### src/hw/rtl/three_band_spectral_eq_gain_macros.svh
// Assertion macros shared by the equalizer gain RTL.
// Needs a clock named clk and a reset named rst in the module that uses it.
`ifndef THREE_BAND_SPECTRAL_EQ_GAIN_MACROS_SVH
`define THREE_BAND_SPECTRAL_EQ_GAIN_MACROS_SVH

// Check a property on every rising clock edge outside reset.
`define TBEQ_ASSERT(label, prop, msg) \
  label: assert property (@(posedge clk) disable iff (rst) (prop)) else $error(msg);

// Check a property on every rising clock edge, reset included.
`define TBEQ_ASSERT_ALWAYS(label, prop, msg) \
  label: assert property (@(posedge clk) (prop)) else $error(msg);

`endif

### src/hw/rtl/tbeq_pkg.sv
// Package for the three-band spectral equalizer gain block.
// Field widths, fixed-point constants, register indexes and shared types; no dependencies.
package tbeq_pkg;

  // Spectrum size; bins at or above this index are never scaled
  localparam int unsigned BIN_COUNT = 1024;

  // Field widths
  localparam int unsigned IDX_W      = 10;
  localparam int unsigned FREQ_W     = 20;
  localparam int unsigned MAG_W      = 24;
  localparam int unsigned GAIN_W     = 16;
  localparam int unsigned IN_TDATA_W = 56;
  localparam int unsigned WEIGHT_W   = 17;
  localparam int unsigned BAND_W     = 32;

  // Configuration port
  localparam int unsigned CFG_IDX_W  = 3;
  localparam int unsigned CFG_DATA_W = 16;

  localparam logic [CFG_IDX_W-1:0] REG_LOW_GAIN  = 3'd0;
  localparam logic [CFG_IDX_W-1:0] REG_MID_GAIN  = 3'd1;
  localparam logic [CFG_IDX_W-1:0] REG_HIGH_GAIN = 3'd2;
  localparam logic [CFG_IDX_W-1:0] REG_FIRST_BIN = 3'd3;
  localparam logic [CFG_IDX_W-1:0] REG_LAST_BIN  = 3'd4;

  localparam logic [GAIN_W-1:0] GAIN_UNITY    = 16'd4096;
  localparam logic [IDX_W-1:0]  FIRST_BIN_RST = 10'd0;
  localparam logic [IDX_W-1:0]  LAST_BIN_RST  = 10'd1023;

  // Band edges in 1/16 Hz: 200 Hz, 250 Hz, 1900 Hz, 2000 Hz
  localparam logic [FREQ_W-1:0] LOW_KNEE  = 20'd3200;
  localparam logic [FREQ_W-1:0] LOW_END   = 20'd4000;
  localparam logic [FREQ_W-1:0] HIGH_KNEE = 20'd30400;
  localparam logic [FREQ_W-1:0] HIGH_END  = 20'd32000;

  // Q0.16 unity weight
  localparam logic [WEIGHT_W-1:0] WEIGHT_ONE = 17'h10000;

  // Both slopes reduce to floor(x / 25) with x below 2^21:
  // 65536/800 = 2048/25 and 65536/1600 = 1024/25.
  // ceil(2^26 / 25) is exact for x * 11 < 2^26.
  localparam int unsigned DIV_X_W   = 21;
  localparam int unsigned RECIP_W   = 22;
  localparam int unsigned DIV_P_W   = DIV_X_W + RECIP_W;
  localparam int unsigned RECIP_SH  = 26;
  localparam logic [RECIP_W-1:0] RECIP_25 = 22'd2684355;

  // Largest combined Q4.28 gain: unity weight times the largest band gain
  localparam logic [BAND_W-1:0] GAIN_MAX = 32'hFFFF_0000;

  localparam logic [MAG_W-1:0] MAG_MAX = 24'hFF_FFFF;

  // Band weights of one bin, Q0.16 with 17 bits so unity fits
  typedef struct packed {
    logic [WEIGHT_W-1:0] low;
    logic [WEIGHT_W-1:0] mid;
    logic [WEIGHT_W-1:0] high;
  } weights_t;

endpackage

### src/hw/rtl/tbeq_weight.sv
// Band weight pipeline: bin frequency in, registered low/mid/high Q0.16 weights out.
// Depends on tbeq_pkg.
module tbeq_weight (
  input  logic                          clk,
  input  logic                          rst,
  input  logic                          en,
  input  logic [tbeq_pkg::FREQ_W-1:0]   freq,
  output tbeq_pkg::weights_t            weights
);
  import tbeq_pkg::*;

  logic [FREQ_W-1:0]  lo_diff;
  logic [FREQ_W-1:0]  hi_diff;
  logic               lo_full;
  logic               lo_slope;
  logic               hi_full;
  logic               hi_slope;
  logic [DIV_X_W-1:0] x_lo;
  logic [DIV_X_W-1:0] x_hi;
  logic [DIV_P_W-1:0] prod_lo;
  logic [DIV_P_W-1:0] prod_hi;
  logic [15:0]        q_lo;
  logic [15:0]        q_hi;
  logic               lo_full_d;
  logic               lo_slope_d;
  logic               hi_full_d;
  logic               hi_slope_d;
  logic [WEIGHT_W-1:0] wl;
  logic [WEIGHT_W-1:0] wh;
  logic [WEIGHT_W:0]   wl_wh;
  logic [WEIGHT_W-1:0] wm;
  weights_t            weights_q;

  // Classify the frequency and scale the slope distance by 2048 or 1024
  assign lo_diff = LOW_END - freq;
  assign hi_diff = freq - HIGH_KNEE;

  always_ff @(posedge clk) begin
    if (rst) begin
      lo_full  <= 1'b0;
      lo_slope <= 1'b0;
      hi_full  <= 1'b0;
      hi_slope <= 1'b0;
    end else if (en) begin
      lo_full  <= (freq <= LOW_KNEE);
      lo_slope <= (freq > LOW_KNEE) && (freq < LOW_END);
      hi_full  <= (freq >= HIGH_END);
      hi_slope <= (freq > HIGH_KNEE) && (freq < HIGH_END);
    end
  end

  always_ff @(posedge clk) begin
    if (en) begin
      x_lo <= {lo_diff[9:0], 11'b0};
      x_hi <= {hi_diff[10:0], 10'b0};
    end
  end

  // Divide by 25 through the reciprocal
  assign prod_lo = DIV_P_W'(x_lo) * DIV_P_W'(RECIP_25);
  assign prod_hi = DIV_P_W'(x_hi) * DIV_P_W'(RECIP_25);

  always_ff @(posedge clk) begin
    if (en) begin
      q_lo       <= prod_lo[RECIP_SH+15:RECIP_SH];
      q_hi       <= prod_hi[RECIP_SH+15:RECIP_SH];
      lo_full_d  <= lo_full;
      lo_slope_d <= lo_slope;
      hi_full_d  <= hi_full;
      hi_slope_d <= hi_slope;
    end
  end

  // Select the weights and give the mid band the remainder
  always_comb begin
    if (lo_full_d) begin
      wl = WEIGHT_ONE;
    end else if (lo_slope_d) begin
      wl = {1'b0, q_lo};
    end else begin
      wl = '0;
    end
    if (hi_full_d) begin
      wh = WEIGHT_ONE;
    end else if (hi_slope_d) begin
      wh = {1'b0, q_hi};
    end else begin
      wh = '0;
    end
    wl_wh = {1'b0, wl} + {1'b0, wh};
    if (wl_wh < {1'b0, WEIGHT_ONE}) begin
      wm = WEIGHT_ONE - wl_wh[WEIGHT_W-1:0];
    end else begin
      wm = '0;
    end
  end

  always_ff @(posedge clk) begin
    if (en) begin
      weights_q.low  <= wl;
      weights_q.mid  <= wm;
      weights_q.high <= wh;
    end
  end

  assign weights = weights_q;

endmodule

### config.mk
export PLATFORM = sky130hd
export DESIGN_NAME = tbeq_weight
export DESIGN_NICKNAME = d
export VERILOG_FILES = /design/src/hw/rtl/three_band_spectral_eq_gain_macros.svh /design/src/hw/rtl/tbeq_pkg.sv /design/src/hw/rtl/tbeq_weight.sv
export SDC_FILE = /design/constraint.sdc
export NUM_CORES = 1
export LEC_CHECK = 0
export BUFFER_PORTS_ARGS = -buffer_cell sky130_fd_sc_hd__buf_2
export CORE_MARGIN = 2
export CORE_UTILIZATION = 45
export DETAILED_ROUTE_END_ITERATION = 10
export HOLD_SLACK_MARGIN = 0.15
export MAX_ROUTING_LAYER = met4
export SLEW_MARGIN = 20
export SYNTH_ARGS = -nofsm -noshare
export SYNTH_HDL_FRONTEND = slang
export SYNTH_SLANG_ARGS = --single-unit
### constraint.sdc
create_clock -name clk -period 6.15 [get_ports clk]
set_input_delay 1.23 -clock clk [delete_from_list [all_inputs] [get_ports clk]]
set_output_delay 1.23 -clock clk [all_outputs]
set_load 0.01 [all_outputs]
==> results.md <==
- Outcome: finished clean
- FFs w/ async S/R, synth: 0%
- DR DRC count: 0
- Die Y: 165 microns
- TritonCTS clock tree: built
- Critical path cell sequence: fa_1 > inv_1 > fa_1 > inv_1 > fa_1 > inv_1 > fa_1 > fa_1 > inv_1 > ha_1 > and3_1 > and3_1 > o21ai_0 > o211ai_1 > a21oi_1 > o21ai_0 > a21o_1 > a21oi_1 > xnor2_1
- Initial Util: 46.1%
- Slowest CP cell: fa_1
- # fillers: between 2k and 2.5k
- Count of input and output buffers: 73
- PnR worst setup slack: 442 ps
- Leakage: approximately 6.2 nW
- Drt wl/cell: 16.2 microns
- CP Max Fanout: 7
- Arrival @ worst endpoint: 5810 ps
- Largest net degree at the start of global routing: 45
- Die X: 165 microns
- Layout cell share with drive strength beyond 1: 8.81%
- Yosys reg bits: between 100 and 150
- Setup_tns: 0 ps
- Clock transition at path regs: 80 ps
- Final ANT Viol Nets: 0
- Syn. warnings: 0
- Final hold vios: 0
- Critical setup path kind: reg -> reg
- Drt first pass iters: 4
- Synthesized cell area: around 0.012 sq mm
- Worst hold path type: reg -> reg
- IO Pins: 74
- RSZ-0062 raised after global routing: false
- Post-route cell area: 0.0127 sq mm
- H-tree depth: 3
- Hold Buf Count CTS: 0
- Setup crit end kind: flip-flop
- CP max stage delay: between 600 and 700 ps
- Fin. max-slew vios: 0
- Area grow syn2layout: 9.01%
- Worst setup SP type: flip-flop
- Worst rel slew slack: 45.8%
- First-pass GRT wire length: 39500 microns
- Gr usage total: 19.6%
- Dpl cell area: between 0.01 and 0.015 sq mm
- # diodes: 0
- Slew @ Worst Pin: 811 ps
- Post_cts resized: 0
- EDFF count, synth: between 100 and 150
- Largest cells by area after synthesis: edfxtp_1, ha_1, fa_1, inv_1, xnor2_1
- Final Critical Period: 5710 ps
- Row cnt: 58
- Max cap viols: 0
- GR Overflow Total: 0
- # clock sinks: 111
- Worst Path Required: 6250 ps
- Post-synth top area share: between 20% and 30%
- Syn_nets: 1418
- Primary FF master, synth: edfxtp_1
- CP top delay family: adder cells
- Worst Skew: 12.5 ps
- Core box area: 0.0253 sq mm
- Avg Cell Area, Syn: about 11 sq um
- Final Setup Violations: 0
- DP Worst Slack: ~460 ps
- Via/cell ratio: 4.96
- DP HPWL: 20400 microns
- Total number of vias: ~7.3k
- Final #Nets: 1496
- WP buf/inv: 4
- Num CTS Buffers: 9
- 1st-iter DRT viols: ~340
- Max clock buf depth: 2
- Tcrit/Tclk final: between 90% and 100%
- Clk Latency, worst-skew pair: 360 ps
- Antenna violations before repair: 0
- Max Fclk: 175 MHz
- Seq/Total Area, Yosys: 28.3%
- WL final: ~24000 microns
- Post CTS Setup Buffer Count: 0
- VDD IR-drop max: 0.306 mV
- Unique masters post-synth: 55
- PD cells: a little under 600 mW/mm^2
- Power, Total: roughly 7.5 mW
- Most common cell on crit path: fa_1
- Synth area leader: edfxtp_1
- Via count of the first global-routing pass: 7581
- Mapped Cells: 1064
- GP Congestion: around 0.90
- CTS root buf: clkbuf_16
- Die area: 0.0272 sq mm
==> synth_stat cells, drive strengths merged (8+ instances only) <==
library cell  number
a21o              14
nand3             12
a21oi             34
nor3              25
o21ai             26
inv              229
xor2              17
nor2              58
o21a              13
nand4              8
edfxtp           107
fa               119
nand2             24
and2              34
xnor2             45
ha               212
==> layout by cell type (no fill, tap or decap), types with 22 or more instances in the layout <==
cell type and n:
xnor2_1 45, fa_1 119, inv_1 229, edfxtp_1 107
o21ai_0 22, a21oi_1 34, nand2_1 24, buf_2 72
nor3_1 25, nor2_1 58, ha_1 212, and2_1 34
==> per-stage QoR <==
stage	util, %	cells	hold WS (ps)
6_report	50.2	1477	457
5_1_grt	50.2	1477	469
4_1_cts	50.2	1477	452
3_5_place_dp	49.1	1461	433
3_3_place_gp	49.1	1461	435
2_1_floorplan	-	1064	408
==> state kept, by name, indices dropped and copies added, names as in the netlist, 9 cells and up <==
name / flops
q_lo: 16
weights: 51
x_lo: 9
q_hi: 16
x_hi: 11
==> cell type report <==
cell class	count	area (sq um)	share of cell area (%)
Clock buffer	10	229	1.81
Clock inverter	6	60.1	0.474
Inverter	229	860	6.78
Multi-Input combinational cell	715	7440	58.6
Sequential cell	111	3290	26.0
Tap cell	330	413	3.26
Timing Repair Buffer	76	390	3.08
==> layer usage <==
metal / vias up / global-route usage [%] / wire length (microns)
li1: 3722 / - / -
met1: 3422 / 26.4 / 11500
met2: 159 / 31.6 / 11100
met3: 26 / 2.21 / 871
met4: 0 / 5.45 / 395
met5: - / - / 0
==> worst reg2reg max path, stage by stage (launching register included) <==
cell and delay (ps):
edfxtp_1 540, fa_1 660, inv_1 80, fa_1 510, inv_1 60, fa_1 520, inv_1 50, fa_1 500
fa_1 540, inv_1 40, ha_1 340, and3_1 190, and3_1 180, o21ai_0 190, o211ai_1 190, a21oi_1 290
o21ai_0 150, a21o_1 200, a21oi_1 170, xnor2_1 80
==> power by group <==
group | switching [mW] | internal [mW] | leakage (nW)
logic | 3.03 | 2.49 | 4.96
registers | 0.0621 | 1.34 | 1.10
clock network | 0.297 | 0.288 | 0.143
==> kinds of logic (layout without fill, tap and decap cells) <==
| family | count (synthesis) | after routing | synth area share [%] |
|---|---|---|---|
| XOR/XNOR | 62 | 62 | 4.67 |
| adder cells (fa/ha/maj) | 331 | 331 | 43.3 |
| flip-flops | 111 | 111 | 28.3 |
| AND/OR/NAND/NOR | 197 | 197 | 8.80 |
| buffers and inverters | 238 | 321 | 7.77 |
| AO/OA/AOI/OAI | 125 | 125 | 7.18 |
==> path summary, 6_finish.rpt <==
check	startpoint	end	slack (ps)	cells past startpoint
worst max-delay path	x_hi[19]$_DFFE_PP_	q_hi[8]$_DFFE_PP_	440	19
worst max register to register	x_hi[19]$_DFFE_PP_	q_hi[8]$_DFFE_PP_	440	19
worst min-delay path	hi_full$_SDFFE_PP0P_	hi_full_d$_DFFE_PP_	460	0
worst min register to register	hi_full$_SDFFE_PP0P_	hi_full_d$_DFFE_PP_	460	0
(Power assumes the default switching activity.)
